## config.mk

```make
export PLATFORM = sky130hd
export DESIGN_NAME = hyperperiod_lcm_accumulator_core_flat
export DESIGN_NICKNAME = d
export VERILOG_FILES = /design/src/sv/hlcm_pkg.sv /design/src/sv/hlcm_if.sv /design/src/sv/hlcm_ctrl.sv /design/src/sv/hlcm_datapath.sv /design/src/sv/hyperperiod_lcm_accumulator_core.sv /design/src/flat_wrapper.sv
export SDC_FILE = /design/constraint.sdc
export NUM_CORES = 1
export LEC_CHECK = 0
export BUFFER_PORTS_ARGS = -buffer_cell sky130_fd_sc_hd__clkbuf_2
export CAP_MARGIN = 0
export CORE_UTILIZATION = 41
export CTS_BUF_LIST = sky130_fd_sc_hd__clkbuf_8
export CTS_CLUSTER_SIZE = 24
export DETAILED_ROUTE_END_ITERATION = 10
export GPL_TIMING_DRIVEN = 0
export PLACE_DENSITY_LB_ADDON = 0.05
export SYNTH_ARGS = -nofsm -noshare
export SYNTH_HDL_FRONTEND = slang
export SYNTH_HIERARCHICAL = 1
export SYNTH_SLANG_ARGS = --single-unit
```

## constraint.sdc

```tcl
create_clock -name i_clk -period 8.46 [get_ports i_clk]
set_input_delay 0.846 -clock i_clk [delete_from_list [all_inputs] [get_ports i_clk]]
set_output_delay 0.846 -clock i_clk [all_outputs]
set_load 0.005 [all_outputs]
```

## src/sv/hlcm_pkg.sv

```systemverilog
// shared constants, state encoding and controller/datapath handshake types
package hlcm_pkg;

    localparam int PERIOD_W        = 31;
    localparam int OUT_W           = 31;
    localparam int VALUE_WIDTH_DEF = 31;

    typedef enum logic [4:0] {
        S_IDLE = 5'b00001,
        S_GCD  = 5'b00010,
        S_DIV  = 5'b00100,
        S_MUL  = 5'b01000,
        S_FIN  = 5'b10000
    } t_state;

    typedef struct packed {
        logic in_ready;
        logic load;
        logic gcd_step;
        logic div_init;
        logic div_step;
        logic mul_init;
        logic mul_step;
        logic mul_commit;
        logic emit;
    } t_cmd;

    typedef struct packed {
        logic in_valid;
        logic in_last;
        logic need_calc;
        logic gcd_done;
        logic div_done;
        logic mul_done;
        logic out_free;
        logic last;
    } t_status;

endpackage

```

## src/sv/hlcm_if.sv

```systemverilog
// request channels: task period in, hyperperiod out
interface hlcm_in_if;
    import hlcm_pkg::*;

    logic                valid;
    logic                ready;
    logic [PERIOD_W-1:0] period;
    logic                last_task;

    modport source (output valid, output period, output last_task, input ready);
    modport sink   (input valid, input period, input last_task, output ready);
endinterface

interface hlcm_out_if;
    import hlcm_pkg::*;

    logic             valid;
    logic             ready;
    logic [OUT_W-1:0] set_lcm;
    logic             overflowed;

    modport source (output valid, output set_lcm, output overflowed, input ready);
    modport sink   (input valid, input set_lcm, input overflowed, output ready);
endinterface

```

## src/sv/hlcm_ctrl.sv

```systemverilog
// sequencing state machine: load, gcd, divide, multiply, emit
module hlcm_ctrl (
    input  logic              i_clk,
    input  logic              i_rst_n,
    input  hlcm_pkg::t_status i_st,
    output hlcm_pkg::t_cmd    o_cmd
);
    import hlcm_pkg::*;

    t_state r_state;
    t_state n_state;

    always_comb begin
        n_state = r_state;
        o_cmd   = '0;
        unique case (r_state)
            S_IDLE: begin
                o_cmd.in_ready = 1'b1;
                if (i_st.in_valid) begin
                    o_cmd.load = 1'b1;
                    if (i_st.need_calc) begin
                        n_state = S_GCD;
                    end else if (i_st.in_last) begin
                        n_state = S_FIN;
                    end
                end
            end
            S_GCD: begin
                if (i_st.gcd_done) begin
                    o_cmd.div_init = 1'b1;
                    n_state        = S_DIV;
                end else begin
                    o_cmd.gcd_step = 1'b1;
                end
            end
            S_DIV: begin
                if (i_st.div_done) begin
                    o_cmd.mul_init = 1'b1;
                    n_state        = S_MUL;
                end else begin
                    o_cmd.div_step = 1'b1;
                end
            end
            S_MUL: begin
                if (i_st.mul_done) begin
                    o_cmd.mul_commit = 1'b1;
                    n_state          = i_st.last ? S_FIN : S_IDLE;
                end else begin
                    o_cmd.mul_step = 1'b1;
                end
            end
            S_FIN: begin
                if (i_st.out_free) begin
                    o_cmd.emit = 1'b1;
                    n_state    = S_IDLE;
                end
            end
            default: begin
                n_state = S_IDLE;
            end
        endcase
    end

    always_ff @(posedge i_clk) begin
        if (!i_rst_n) begin
            r_state <= S_IDLE;
        end else begin
            r_state <= n_state;
        end
    end

endmodule

```

## src/sv/hlcm_datapath.sv

```systemverilog
// running lcm registers, binary gcd, restoring divider, serial multiplier, output register
module hlcm_datapath #(
    parameter int VALUE_WIDTH = hlcm_pkg::VALUE_WIDTH_DEF
) (
    input  logic              i_clk,
    input  logic              i_rst_n,
    input  hlcm_pkg::t_cmd    i_cmd,
    output hlcm_pkg::t_status o_st,
    hlcm_in_if.sink           i_in,
    hlcm_out_if.source        o_out
);
    import hlcm_pkg::*;

    localparam int W  = VALUE_WIDTH;
    localparam int KW = $clog2(W);
    localparam int CW = $clog2(W + 1);

    logic [W-1:0]     r_run;
    logic             r_ovf;
    logic [W-1:0]     r_p;
    logic             r_last;
    logic [W-1:0]     r_a;
    logic [W-1:0]     r_b;
    logic [KW-1:0]    r_k;
    logic [W-1:0]     r_q;
    logic [W-1:0]     r_rem;
    logic [CW-1:0]    r_cnt;
    logic [W-1:0]     r_acc;
    logic [W-1:0]     r_m;
    logic             r_mo;
    logic             r_pov;
    logic [OUT_W-1:0] r_hp;
    logic             r_out_ovf;
    logic             r_out_valid;

    logic [W-1:0]     w_pc;
    logic             w_pclamp;
    logic [OUT_W-1:0] w_hp;
    logic             w_hp_clamp;
    logic [W-1:0]     w_g;
    logic             w_a_ge;
    logic [W-1:0]     w_diff_ab;
    logic [W-1:0]     w_diff_ba;
    logic [W:0]       w_rem_sh;
    logic [W:0]       w_rem_sub;
    logic             w_qbit;
    logic [W:0]       w_sum;

    // period clamp into the value range
    if (W < PERIOD_W) begin : g_narrow_in
        assign w_pclamp = |i_in.period[PERIOD_W-1:W];
        assign w_pc     = w_pclamp ? '1 : i_in.period[W-1:0];
    end else begin : g_wide_in
        assign w_pclamp = 1'b0;
        assign w_pc     = W'(i_in.period);
    end

    // result clamp into the output field
    if (W > OUT_W) begin : g_wide_out
        assign w_hp_clamp = |r_run[W-1:OUT_W];
        assign w_hp       = w_hp_clamp ? '1 : r_run[OUT_W-1:0];
    end else begin : g_narrow_out
        assign w_hp_clamp = 1'b0;
        assign w_hp       = OUT_W'(r_run);
    end

    assign w_a_ge    = (r_a >= r_b);
    assign w_diff_ab = r_a - r_b;
    assign w_diff_ba = r_b - r_a;
    assign w_g       = (r_a | r_b) << r_k;

    // remainder stays below the divisor, so the borrow is the top bit
    assign w_rem_sh  = {r_rem, r_q[W-1]};
    assign w_rem_sub = w_rem_sh - {1'b0, r_b};
    assign w_qbit    = ~w_rem_sub[W];

    assign w_sum = {1'b0, r_acc} + {1'b0, r_m};

    assign i_in.ready         = i_cmd.in_ready;
    assign o_out.valid        = r_out_valid;
    assign o_out.set_lcm      = r_hp;
    assign o_out.overflowed   = r_out_ovf;

    always_comb begin
        o_st           = '0;
        o_st.in_valid  = i_in.valid;
        o_st.in_last   = i_in.last_task;
        o_st.need_calc = (r_run != '0) && (w_pc != '0);
        o_st.gcd_done  = (r_a == '0) || (r_b == '0);
        o_st.div_done  = (r_cnt == '0);
        o_st.mul_done  = (r_q == '0) || r_pov;
        o_st.out_free  = !r_out_valid || o_out.ready;
        o_st.last      = r_last;
    end

    always_ff @(posedge i_clk) begin
        if (!i_rst_n) begin
            r_run       <= '0;
            r_ovf       <= 1'b0;
            r_out_valid <= 1'b0;
        end else begin
            if (i_cmd.load) begin
                r_ovf <= r_ovf | w_pclamp;
                if (r_run == '0) begin
                    r_run <= w_pc;
                end else if (w_pc == '0) begin
                    r_run <= '0;
                end
            end else if (i_cmd.mul_commit) begin
                if (r_pov) begin
                    r_run <= '1;
                    r_ovf <= 1'b1;
                end else begin
                    r_run <= r_acc;
                end
            end else if (i_cmd.emit) begin
                r_run <= '0;
                r_ovf <= 1'b0;
            end

            if (i_cmd.emit) begin
                r_out_valid <= 1'b1;
            end else if (o_out.ready) begin
                r_out_valid <= 1'b0;
            end
        end
    end

    always_ff @(posedge i_clk) begin
        if (i_cmd.load) begin
            r_p    <= w_pc;
            r_last <= i_in.last_task;
            r_a    <= r_run;
            r_b    <= w_pc;
            r_k    <= '0;
        end else if (i_cmd.gcd_step) begin
            priority if (!r_a[0] && !r_b[0]) begin
                r_a <= r_a >> 1;
                r_b <= r_b >> 1;
                r_k <= r_k + 1'b1;
            end else if (!r_a[0]) begin
                r_a <= r_a >> 1;
            end else if (!r_b[0]) begin
                r_b <= r_b >> 1;
            end else if (w_a_ge) begin
                r_a <= w_diff_ab >> 1;
            end else begin
                r_b <= w_diff_ba >> 1;
            end
        end else if (i_cmd.div_init) begin
            r_b   <= w_g;
            r_q   <= r_run;
            r_rem <= '0;
            r_cnt <= CW'(W);
        end else if (i_cmd.div_step) begin
            r_rem <= w_qbit ? w_rem_sub[W-1:0] : w_rem_sh[W-1:0];
            r_q   <= {r_q[W-2:0], w_qbit};
            r_cnt <= r_cnt - 1'b1;
        end else if (i_cmd.mul_init) begin
            r_m   <= r_p;
            r_mo  <= 1'b0;
            r_acc <= '0;
            r_pov <= 1'b0;
        end else if (i_cmd.mul_step) begin
            // r_mo marks a multiplicand already past the value range
            if (r_q[0]) begin
                if (r_mo || w_sum[W]) begin
                    r_pov <= 1'b1;
                end else begin
                    r_acc <= w_sum[W-1:0];
                end
            end
            r_q  <= r_q >> 1;
            r_mo <= r_mo | r_m[W-1];
            r_m  <= r_m << 1;
        end

        if (i_cmd.emit) begin
            r_hp      <= w_hp;
            r_out_ovf <= r_ovf | w_hp_clamp;
        end
    end

    a_gcd_operands: assert property (@(posedge i_clk) disable iff (!i_rst_n)
        i_cmd.gcd_step |-> (r_a != '0 && r_b != '0))
        else $error("gcd step with a zero operand");

    a_div_nonzero: assert property (@(posedge i_clk) disable iff (!i_rst_n)
        i_cmd.div_step |-> (r_b != '0))
        else $error("divide by zero gcd");

    a_gcd_divides: assert property (@(posedge i_clk) disable iff (!i_rst_n)
        i_cmd.mul_init |-> (r_rem == '0))
        else $error("gcd does not divide running value");

    a_emit_clears: assert property (@(posedge i_clk) disable iff (!i_rst_n)
        i_cmd.emit |=> (r_run == '0 && !r_ovf && r_out_valid))
        else $error("state not cleared after result");

endmodule

```

## src/sv/hyperperiod_lcm_accumulator_core.sv

```systemverilog
// Hyperperiod accumulator: running lcm of task periods with saturation.
//
// Input channel i_in carries one task period and a last_task marker per
// request; output channel o_out carries the hyperperiod of the set and a
// sticky overflow flag, one request for each input marked last_task.
// The first period of a set, a period arriving on a zero running value,
// and a zero period are absorbed on load. Any other period runs a binary
// gcd (one subtract/shift per step), a restoring divide of the running
// value by the gcd and a shift-add multiply with saturation check; a
// last request then passes through a finish state that loads the output
// register. One period is in work at a time; i_in.ready is high only
// while the sequencer is idle.
// The result sits in an output register, so the next set is taken while a
// result waits; a new result that finds the register still full waits
// there and holds off further input until o_out.ready.
// Synchronous active-low reset clears the running value, the overflow
// flag and the output valid.
module hyperperiod_lcm_accumulator_core #(
    parameter int VALUE_WIDTH = hlcm_pkg::VALUE_WIDTH_DEF
) (
    input  logic       i_clk,
    input  logic       i_rst_n,
    hlcm_in_if.sink    i_in,
    hlcm_out_if.source o_out
);
    import hlcm_pkg::*;

    t_cmd    w_cmd;
    t_status w_st;

    hlcm_ctrl u_ctrl (
        .i_clk   (i_clk),
        .i_rst_n (i_rst_n),
        .i_st    (w_st),
        .o_cmd   (w_cmd)
    );

    hlcm_datapath #(
        .VALUE_WIDTH (VALUE_WIDTH)
    ) u_datapath (
        .i_clk   (i_clk),
        .i_rst_n (i_rst_n),
        .i_cmd   (w_cmd),
        .o_st    (w_st),
        .i_in    (i_in),
        .o_out   (o_out)
    );

endmodule
```

## src/flat_wrapper.sv

```systemverilog
// flat-port wrapper written by rule: the top's interface ports become plain ports
module hyperperiod_lcm_accumulator_core_flat import hlcm_pkg::*;
#(
    parameter int VALUE_WIDTH = hlcm_pkg::VALUE_WIDTH_DEF
)
  (i_clk, i_rst_n, i_in_valid, i_in_period, i_in_last_task, i_in_ready, o_out_valid, o_out_set_lcm, o_out_overflowed, o_out_ready);
  hlcm_in_if i_in_i ();
  hlcm_out_if o_out_i ();
  input  logic i_clk;
  input  logic i_rst_n;
  input wire logic [$bits(i_in_i.valid)-1:0] i_in_valid;
  input wire logic [$bits(i_in_i.period)-1:0] i_in_period;
  input wire logic [$bits(i_in_i.last_task)-1:0] i_in_last_task;
  output wire logic [$bits(i_in_i.ready)-1:0] i_in_ready;
  output wire logic [$bits(o_out_i.valid)-1:0] o_out_valid;
  output wire logic [$bits(o_out_i.set_lcm)-1:0] o_out_set_lcm;
  output wire logic [$bits(o_out_i.overflowed)-1:0] o_out_overflowed;
  input wire logic [$bits(o_out_i.ready)-1:0] o_out_ready;
  assign i_in_i.valid = i_in_valid;
  assign i_in_i.period = i_in_period;
  assign i_in_i.last_task = i_in_last_task;
  assign i_in_ready = i_in_i.ready;
  assign o_out_valid = o_out_i.valid;
  assign o_out_set_lcm = o_out_i.set_lcm;
  assign o_out_overflowed = o_out_i.overflowed;
  assign o_out_i.ready = o_out_ready;
  hyperperiod_lcm_accumulator_core #(.VALUE_WIDTH(VALUE_WIDTH)) u_core (.i_clk(i_clk), .i_rst_n(i_rst_n), .i_in(i_in_i), .o_out(o_out_i));
endmodule
```

* Yosys cells after proc, flatten, opt, wreduce, memory -nomap -nowiden
Cells that the tools add are included.
Storage, ports and cells: bits in registers 300, input bits 36, output and inout port bits 34, logic and storage cells 155
Cells by class: add/sub/neg operators 6, magnitude comparators 1, equal/unequal tests 19, shift-type cells 1, muxes and demuxes 62, bitwise operators 7, reduce and logical (&&, ||, !) cells 39
Operator list (count):
- $mux W31 | 30
- $logic_not A31 Y1 | 5
- $reduce_bool A31 Y1 | 2
- $sub A31 B31 Y31 | 2
- $mux W5 | 9
- $add A31 B31 Y32 | 1
- $sub A32 B31 Y32 | 1
- $ge A31 B31 Y1 | 1
- $or A31 B31 Y31 | 1
- $shl A31 B5 Y31 | 1
- $pmux W5 S5 | 1
- $mux W1 | 18
- $reduce_and A7 Y1 | 2
- $reduce_bool A2 Y1 | 7
- $ne A2 B2 Y1 const B | 6
- $reduce_and A3 Y1 | 4
- $reduce_bool A3 Y1 | 3
- $mux W2 | 4
- $ne A4 B1 Y1 const B | 2
- $ne A3 B3 Y1 const B | 2
- $reduce_and A2 Y1 | 3
- $reduce_and A6 Y1 | 1
- $add A5 B1 Y5 const B | 1
- $eq A5 B1 Y1 const B | 1
- 17 further kinds | 27

* Longest topological paths before layout
Gate-level depths: netlist (run 1).
depth in word-level cells 8, gate-level depth with buffers 13, depth with buffers taken out 12

* Cells and area by module
Netlist (run 1), hierarchy kept.
Modules (own cells, without submodules):
- hlcm_datapath | times used 1, cells an instance 2179, area an instance 21345.5 um2, sequential area each 8478.1 um2
- hlcm_ctrl | times used 1, cells an instance 44, area an instance 367.9 um2, sequential area each 100.1 um2

* Least setup slack after synthesis (run 1)
Ideal clock, no wire load.
path kind flip-flop to flip-flop, from register u_core.u_ctrl.r_state[2], to register u_core.u_datapath.r_a[10] (enable), setup time 0.467 ns, data arrival time 5.086 ns, data required time 7.993 ns, setup slack 2.906 ns, cell stages (with the launch flop) 10, buffers on the path 4, clock period less this slack 5.554 ns, cells stage by stage dfxtp_1 > buf_6 > or3_4 > nor2_2 > and2_1 > clkbuf_1 > clkbuf_1 > clkbuf_1 > nor2_1 > a221oi_1
RTL lines:
- start, declared | RTL line hlcm_ctrl.sv:10 | t_state r_state;
- start signal, assigned | RTL line hlcm_ctrl.sv:68 | r_state <= n_state;
- end signal, assigned | RTL line hlcm_datapath.sv:133 | r_a <= r_run;
- end signal, assigned | RTL line hlcm_datapath.sv:138 | r_a <= r_a >> 1;
- end signal, assigned | RTL line hlcm_datapath.sv:142 | r_a <= r_a >> 1;
- end, declared | RTL line hlcm_datapath.sv:22 | logic [W-1:0] r_a;

==> flow_summary.ini, run 1 <==
[drt]
drt-total-wl_microns = 83900
antenna_left = 0
first_iter_violations = 2022
first_pass_iters = 8
via_per_inst = 6.13
post_drt_wl_per_cell_microns = 27.2
dr_total_vias = 18900
drc_errors = 0

[clocking]
cts_root_buf = clkbuf_8
cts.sinks = 300
cts_hold_buf = 0
htreeDepth = 2
insertion_delay_ps = 690
clkTransAtPathRegs_ps = 60
clock_path_buffers = 3
numCtsBuffers = 57
post_cts_buffers = 0
cts-resized-gates = 0
cts_tree = done

[floorplan]
die_h_microns = 232
rows = 83
dieArea_sq_um = 53900
coreArea_sq_um = 51800
die_w_microns = 232
initial_core_util_pct = 41.9
ios = 70

[status]
status = completed

[timing]
slew_violations = 0
whs_ps = 400
rsz0062_at_grt = false
maxSlewHeadroom_pct = 22.7
tightest_slew_ps = 1150
fmax_ghz = 0.169
fin_crit_sh_pct = 70.0
finClkSkew_ps = 56.6
setup_viol = 0
period_minus_slack_ps = 5930
final_hold_viol_count = 0

[final_layout]
multi_input_area_sq_um = 12100
design_area_sq_um = 24400
area_growth_pct = 12.2
n_antenna_cell = 0
layout-drive-gt1-share_pct = 12.5
regArea_sq_um = 8580
finalNetCount = 2556
fillers = 5000
stdcell_count = 3084

[placed_design]
dpl_cell_area_sq_um = 23100
dpl.hpwl_microns = 64800
dp.cells = 2979
gp_congestion = 0.988
io_buffer_count = 68

[synthesis]
synth-compound-area-share_pct = 19.0
synth_seq_area_share_pct = 39.5
synthTopCellsByArea = edfxtp_1 (36%), ha_1 (9.1%), mux2i_1 (4.5%)
synth_top_flop_cell = edfxtp_1
syn_avg_cell_area_sq_um = 9.77
synth_top_family_by_area = compound AO/OA/AOI/OAI gates
synthMuxAreaShare_pct = 8.46
yosys.area.top_type = edfxtp_1
async_flop_share_pct = 0
yosys.area_share.simple_pct = 14.1
synth-warning-count = 6
synth_edf_count = 257
synth_xor_area_share_pct = 4.51
synth_adder_area_share_pct = 9.47
syn_nets = 2421
netlist_instances = 2223
synth-seq-cells = 300
yosysTopAreaCellShare_pct = 35.5
synth_area_sq_um = 21700
synthDistinctLibCells = 100

[power_and_ir_drop]
p_per_area_nw_per_um2 = 417
vdd_ir_drop_max_mv = 0.271
leakagePower_nw = 9.02

[worst_setup_path]
cp.arrival_ps = 6230
r2r_cells = 9
worstSetupEndpointType = flip-flop
crit_path_max_fanout = 31
startpoint_type = flip-flop
criticalPathCategory = flip-flop to flip-flop
crit_required_ps = 8770

[global_route]
antenna_found_initial = 1
grt_start_max_net_pins = 32
grt_pass1_vias = 18200
grt_pass1_wl_microns = 122000
grt-ovfl-total = 0
grt_usage_pct = 31.0

[worst_hold_path]
hold_class = primary input to flip-flop
hold_path_depth = 1

[run]
max_cap_violations = 0
==> through the flow <==
| stage | power, mW | TNS (ps) | worst slack (ps) | utilization, % |
|---|---|---|---|---|
| 2_1_floorplan | 6.36 | 0 | 2910 | - |
| 3_3_place_gp | 8.35 | -509 | -20.3 | 44.2 |
| 3_5_place_dp | 8.38 | 0 | 2650 | 44.6 |
| 4_1_cts | 10.0 | 0 | 2700 | 47.0 |
| 5_1_grt | 10.7 | 0 | 2530 | 47.0 |
| 6_report | 10.2 | 0 | 2530 | 47.0 |
==> synthesized netlist by cell type, types with 5 or more instances <==
cell / count
a22oi_1: 10
and3_1: 7
mux2i_1: 98
o21ai_1: 15
a21o_1: 39
a21oi_1: 165
mux4_2: 16
dfxtp_1: 43
nand2_1: 121
a31oi_1: 11
nand3_1: 16
xnor2_1: 89
a21boi_0: 9
nand2b_1: 30
o21bai_1: 25
nand4_1: 21
and2_1: 10
buf_6: 5
buf_4: 5
o31ai_1: 14
o221ai_1: 20
inv_1: 145
nor2b_1: 63
o211ai_1: 15
edfxtp_1: 257
a221oi_1: 58
nor3_1: 34
a211oi_2: 5
o21a_1: 6
a222oi_1: 20
nor4_1: 51
mux2_2: 42
o21ai_0: 110
xor2_1: 21
o31a_1: 6
a211oi_1: 19
nor2_1: 243
a311oi_1: 5
buf_1: 10
ha_1: 158
clkbuf_1: 78
buf_2: 20
==> area by class of cell <==
| class | instances | area share (%) |
|---|---|---|
| plain buffers | 119 | 2.17 |
| clock buffers | 64 | 3.61 |
| clock inverters | 41 | 1.54 |
| inverters | 148 | 2.28 |
| multi-input cells | 1656 | 49.7 |
| flip-flops and latches | 300 | 35.2 |
| well taps | 680 | 3.49 |
| repair buffers | 76 | 2.05 |
==> placed cells by master, fill, tap and decap left out, types with 16 or more instances in the layout <==
cell      instances
xnor2_1          89
ha_1            158
a211oi_1         19
nor4_1           51
a21o_1           39
nor3_1           33
a222oi_1         20
o21bai_1         25
xor2_1           21
dfxtp_1          43
clkbuf_8         64
mux2i_1          98
nand3_1          16
nand2b_1         30
nor2_1          241
nand2_1         121
a21oi_1         164
mux2_2           42
buf_2            20
mux4_2           16
o21ai_0         110
nand4_1          21
clkbuf_1         78
edfxtp_1        257
a221oi_1         57
nor2b_1          63
o221ai_1         20
clkbuf_2         69
inv_1           155
==> critical path, cell delays in order (launching register included) <==
cell	delay (ps)
edfxtp_1	490
nor4_1	690
nand4_1	300
o22ai_1	420
and3b_1	420
nor2_1	790
inv_1	570
nor2_4	700
nor4bb_1	350
a22o_2	780
==> where the power goes <==
part,switching (mW),internal [mW],leakage [nW]
Combinational,3.88,2.14,5.67
Sequential,0.496,2.05,2.67
Clock,0.684,0.912,0.688
Total,5.06,5.10,9.02
==> logic make-up (layout without fill, tap and decap cells) <==
group | after synthesis | count (layout)
fa+ha+maj | 162 | 162
simple gates | 629 | 629
mux | 158 | 158
xor+xnor | 111 | 111
compound gates | 596 | 596
buf+inv | 267 | 448
flops | 300 | 300
==> per-layer routing <==
layer | GRT usage, % | vias to the layer above | share of wire (%)
met5 | 0 | - | 0.014
li1 | - | 8550 | -
met3 | 4.17 | 204 | 7.5
met2 | 48.2 | 870 | 44
met1 | 42.1 | 9274 | 43
met4 | 15.9 | 2 | 5.5
==> registers in the layout (all words and copies together) (netlist names), 5 cells and up <==
register	cells
u_core/u_datapath/r_a	31
u_core/u_datapath/r_q	31
u_core/u_datapath/r_m	31
u_core/u_datapath/r_cnt	5
u_core/u_datapath/r_k	5
u_core/u_ctrl/r_state	5
u_core/u_datapath/r_b	31
u_core/u_datapath/r_acc	31
u_core/u_datapath/r_run	31
u_core/u_datapath/r_p	31
u_core/u_datapath/r_rem	31
u_core/u_datapath/o_out.set_lcm	31
==> path summary, 6_finish.rpt <==
kind / from / slack (ps) / to
setup / recovery: u_core/u_datapath/r_a[0]$_DFFE_PP_ / 2530 / u_core/u_datapath/r_acc[13]$_SDFFCE_PP0P_
hold / removal: i_in_last_task / 400 / u_core/u_datapath/r_last$_DFFE_PP_
setup reg to reg: u_core/u_datapath/r_a[0]$_DFFE_PP_ / 2530 / u_core/u_datapath/r_acc[13]$_SDFFCE_PP0P_
hold reg to reg: u_core/u_datapath/r_p[0]$_DFFE_PP_ / 530 / u_core/u_datapath/r_m[0]$_SDFFCE_PN0P_
(Power assumes the default switching activity.)
==> inputs of run 2 (changes only) <==
==> constraint.sdc (replaced) <==
create_clock -name i_clk -period 4.78 [get_ports i_clk]
set_input_delay 0.478 -clock i_clk [delete_from_list [all_inputs] [get_ports i_clk]]
set_output_delay 0.478 -clock i_clk [all_outputs]
set_load 0.005 [all_outputs]
==> run 2 against run 1 <==
Routed wire length is 1.6% higher. Hold slack got worse by 290 ps. Sequential cell count is the same. First-iteration DRC count rose by 0.74%. Critical endpoint is now u_core/u_datapath/r_acc[16]$_SDFFCE_PP0P_. Global-route usage up 0.33 points. Highest routed layer is now met4. Cell count about the same. Fmax is 25% higher. Cell area grew 0.37%. Largest cell class unchanged. Sequential share of layout area fell by 0.13 points. Non-clock buffer count did not move. Clock-buffer cell count up 3.
==> flow_summary.ini, run 2 (synthesis results as in run 1) <==
[placed_design]
gp_congestion = 0.971
dp.cells = 2978
dpl_cell_area_sq_um = 23100
io_buffer_count = 68
dpl.hpwl_microns = 65700
dp_slack_ps = -604

[worst_setup_path]
worstSetupEndpointType = flip-flop
criticalPathCategory = flip-flop to flip-flop
crit_path_max_fanout = 31
startpoint_type = flip-flop
cp.arrival_ps = 5050
crit_required_ps = 5070

[global_route]
grt_pass1_wl_microns = 123000
grt-ovfl-total = 0
grt_pass1_vias = 18100
grt_usage_pct = 31.3
grt_start_max_net_pins = 32
antenna_found_initial = 1

[worst_hold_path]
hold_class = primary input to flip-flop

[power_and_ir_drop]
power.total_mw = 18.2
vdd_ir_drop_max_mv = 0.636
leakagePower_nw = 9.06
p_per_area_nw_per_um2 = 745

[drt]
first_pass_iters = 8
antenna_left = 0
dr_total_vias = 19000
drt-total-wl_microns = 85200
via_per_inst = 6.14
first_iter_violations = 2037
post_drt_wl_per_cell_microns = 27.6
drc_errors = 0

[timing]
finClkSkew_ps = 26.2
rsz0062_at_grt = false
setup_viol = 0
period_minus_slack_ps = 4760
final.setup.worst_slack_ps = 23.7
final_hold_viol_count = 0
maxSlewHeadroom_pct = 25.6
fmax_ghz = 0.210
tightest_slew_ps = 1110
whs_ps = 113
fin_crit_sh_pct = 99.5
slew_violations = 0

[run]
max_cap_violations = 0

[floorplan]
dieArea_sq_um = 53900
initial_core_util_pct = 41.9
die_h_microns = 232
die_w_microns = 232
coreArea_sq_um = 51800
ios = 70
rows = 83

[final_layout]
design_area_sq_um = 24500
layout-drive-gt1-share_pct = 12.6
final_common_cell = edfxtp_1
area_growth_pct = 12.7
finalNetCount = 2555
final_cell_mix = edfxtp_1 (257), nor2_1 (240), a21oi_1 (164), ha_1 (158), inv_1 (156)
stdcell_count = 3085

[clocking]
insertion_delay_ps = 670
cts.sinks = 300
cts_tree = done
numCtsBuffers = 56
htreeDepth = 2
clock_path_buffers = 3
clkTransAtPathRegs_ps = 70
cts_root_buf = clkbuf_8
post_cts_buffers = 0

[status]
status = completed
[run 2: worst max-delay path, stage by stage (launching register included)]
cell      delay (ps)
edfxtp_1         510
nor4_1           660
nand4_1          300
o22ai_1          440
and3b_1          440
nor2_4           370
inv_1            340
nor2_4           350
nor4bb_1         420
a22o_4           500
[run 2: power breakdown]
part | leakage (nW) | switching [mW] | total [mW] | internal [mW]
logic | 5.68 | 6.94 | 10.7 | 3.78
clock network | 0.720 | 1.23 | 3.00 | 1.77
registers | 2.67 | 0.888 | 4.51 | 3.62
[run 2: timing repair]
action	in CTS	in global routing
endpoints found under the hold margin	1	0
setup endpoints to repair	31	0
hold buffers	1	0
gates resized for setup	4	0
[run 2: per-stage QoR]
| stage | utilization [%] | TNS (ps) |
|---|---|---|
| 6_report | 47.2 | 0 |
| 5_1_grt | 47.2 | 0 |
| 4_1_cts | 47.2 | 0 |
| 3_5_place_dp | 44.6 | -18570 |
| 3_3_place_gp | 44.2 | -308260 |
| 2_1_floorplan | - | 0 |
[run 2: routing by layer]
metal | vias to the layer above | share of wire, % | wire [microns] | track usage (%)
li1 | 8543 | - | - | -
met3 | 183 | 7.0 | 5950 | 3.98
met2 | 870 | 45 | 38400 | 49.8
met1 | 9355 | 44 | 37200 | 42.9
met4 | 0 | 4.3 | 3640 | 13.1
met5 | - | 0 | 0 | 0
[run 2: path summary, 6_finish.rpt]
| check | slack [ps] | from | depth (start not counted) | end |
|---|---|---|---|---|
| setup / recovery | 20 | u_core/u_datapath/r_a[0]$_DFFE_PP_ | 9 | u_core/u_datapath/r_acc[16]$_SDFFCE_PP0P_ |
| hold reg to reg | 450 | u_core/u_datapath/r_ovf$_SDFFE_PN0P_ | 0 | u_core/u_datapath/o_out.overflowed$_DFFE_PP_ |
| setup reg to reg | 20 | u_core/u_datapath/r_a[0]$_DFFE_PP_ | 9 | u_core/u_datapath/r_acc[16]$_SDFFCE_PP0P_ |
| hold / removal | 110 | i_in_valid | 3 | u_core/u_ctrl/r_state[1]$_SDFFE_PN0P_ |
[run 2: area by class of cell]
class	instances	area, sq um
Fill cell	5052	27400
Buffer	119	531
Inverter	148	556
Multi-Input combinational cell	1656	12100
Timing Repair Buffer	76	490
Sequential cell	300	8580
Antenna cell	1	2.50
Clock inverter	38	414
Tap cell	680	851
Clock buffer	67	922
==> inputs of run 3 (changes only) <==
--- a/config.mk
+++ b/config.mk
@@ -8,7 +8,6 @@
 export BUFFER_PORTS_ARGS = -buffer_cell sky130_fd_sc_hd__clkbuf_2
 export CAP_MARGIN = 0
 export CORE_UTILIZATION = 41
-export CTS_BUF_LIST = sky130_fd_sc_hd__clkbuf_8
 export CTS_CLUSTER_SIZE = 24
 export DETAILED_ROUTE_END_ITERATION = 10
 export GPL_TIMING_DRIVEN = 0
==> run 3 against run 2 <==
Clock-buffer cell count shrank 24. Total power down 1.2%. Clock skew is 11 ps lower. Critical path depth up 2. Hold slack gained 4.5 ps. Worst setup slack better by 130 ps. Non-clock buffer count down 1. Via count fell by 0.62%. Global-route usage shrank 0.11 points. Critical endpoint is now u_core/u_datapath/r_b[5]$_DFFE_PP_. Critical path type unchanged. Largest cell class unchanged. Sequential cell count unchanged.
==> flow_summary.ini, run 3 (synthesis results as in run 1) <==
[worst_setup_path]
cp.arrival_ps = 4820
criticalPathCategory = flip-flop to flip-flop
crit_chain = inv_1 > ha_1 > clkbuf_1 > nor4_2 > a21boi_0 > o21ai_1 > o211ai_1 > nor2_1 > o21ai_1 > a21oi_1 > o41a_2
slowest_delay_ps = 750
cp_top_family = compound AO/OA/AOI/OAI gates
startpoint_type = flip-flop
worstSetupEndpointType = flip-flop
crit_required_ps = 4970
critPathBufInv = 2
r2r_cells = 11
cpMaxStageDelayCell = o41a_2
crit_path_max_fanout = 30
cp_num_cells = 11
crit_top_cell = o21ai_1

[timing]
whs_ps = 118
period_minus_slack_ps = 4620
rsz0062_at_grt = false
fmax_ghz = 0.216
maxSlewHeadroom_pct = 28.0
final_hold_viol_count = 0
slew_violations = 0
tightest_slew_ps = 1070
finClkSkew_ps = 14.8
setup_viol = 0
fin_crit_sh_pct = 96.7

[clocking]
cts_tree = done
clkTransAtPathRegs_ps = 60
cts_hold_buf = 0
clock_path_buffers = 3
numCtsBuffers = 37
insertion_delay_ps = 570
cts_root_buf = clkbuf_16
htreeDepth = 2
post_cts_buffers = 0
cts.sinks = 300

[placed_design]
dpl.hpwl_microns = 65700
io_buffer_count = 68
gp_congestion = 0.971
dp.cells = 2978
dpl_cell_area_sq_um = 23100

[global_route]
grt_pass1_wl_microns = 122000
grt-ovfl-total = 0
grt_start_max_net_pins = 32
antenna_found_initial = 0
grt_pass1_vias = 17800
grt_usage_pct = 31.2

[final_layout]
final_cell_mix = edfxtp_1 (257), nor2_1 (240), a21oi_1 (164), ha_1 (158), inv_1 (145)
regArea_sq_um = 8580
final_common_cell = edfxtp_1
fillers = 5052
layout-drive-gt1-share_pct = 11.4
design_area_sq_um = 24300
fin_util_pct = 46.9
area_growth_pct = 11.9
multi_input_area_sq_um = 12100
stdcell_count = 3044
finalNetCount = 2535
n_antenna_cell = 0

[floorplan]
rows = 83
ios = 70
die_h_microns = 232
dieArea_sq_um = 53900
initial_core_util_pct = 41.9
die_w_microns = 232
coreArea_sq_um = 51800

[worst_hold_path]
hold_class = primary input to flip-flop
hold_path_depth = 1

[drt]
drc_errors = 0
post_drt_wl_per_cell_microns = 27.8
first_pass_iters = 7
dr_total_vias = 18800
via_per_inst = 6.19
drt-total-wl_microns = 84700
first_iter_violations = 2033
antenna_left = 0

[run]
max_cap_violations = 0

[power_and_ir_drop]
p_per_area_nw_per_um2 = 741
power.total_mw = 18.0
vdd_ir_drop_max_mv = 0.618
leakagePower_nw = 8.91

[status]
status = completed
[run 3: cell types whose count changed in the layout (fill, tap and decap cells not counted), sizes merged]
| cell | delta |
|---|---|
| clkbuf | -24 |
| inv | -8 |
| bufinv | -6 |
| clkinv | -2 |
| clkinvlp | +1 |
| diode | -1 |
| dlygate4sd3 | -1 |
[run 3: report_power, final]
part | switching [mW] | internal [mW] | total (mW)
Combinational | 6.91 | 3.78 | 10.7
Clock | 1.22 | 1.60 | 2.81
Sequential | 0.886 | 3.62 | 4.50
[run 3: final cells by class]
| class | instances | share of cell area, % |
|---|---|---|
| clock buffer | 43 | 3.90 |
| sequential | 300 | 35.3 |
| timing repair buffer | 75 | 1.98 |
| inverter | 148 | 2.29 |
| buffer | 119 | 2.18 |
| multi-input combinational | 1656 | 49.9 |
| tap | 680 | 3.50 |
| clock inverter | 23 | 0.907 |
[run 3: timing repair]
action                     4_1_cts  5_1_grt
resized for setup                4        1
setup endpoints to repair       31        1
pin swaps                        0        0
[run 3: final timing paths]
kind	start	to	slack, ps
worst min register to register	u_core/u_datapath/r_ovf$_SDFFE_PN0P_	u_core/u_datapath/o_out.overflowed$_DFFE_PP_	460
worst min-delay path	i_in_last_task	u_core/u_datapath/r_last$_DFFE_PP_	120
worst max-delay path	u_core/u_datapath/r_b[17]$_DFFE_PP_	u_core/u_datapath/r_b[5]$_DFFE_PP_	160
worst max register to register	u_core/u_datapath/r_b[17]$_DFFE_PP_	u_core/u_datapath/r_b[5]$_DFFE_PP_	160
[run 3: stage by stage]
step                worst slack (ps)  setup TNS, ps
floorplan                        241              0
global placement               -2360        -308260
detailed placement              -604         -18570
CTS                              155              0
global route                    39.3              0
finish                           158              0
[run 3: layer usage]
layer  vias to the layer above  wire, microns  share of wire [%]  track usage [%]
met5                         -              0                  0                0
met4                         0           3840                4.5             12.7
met3                       172           5950                7.0             4.60
met2                       801          38000                 45             49.2
met1                      9367          37000                 44             42.8
li1                       8494              -                  -                -
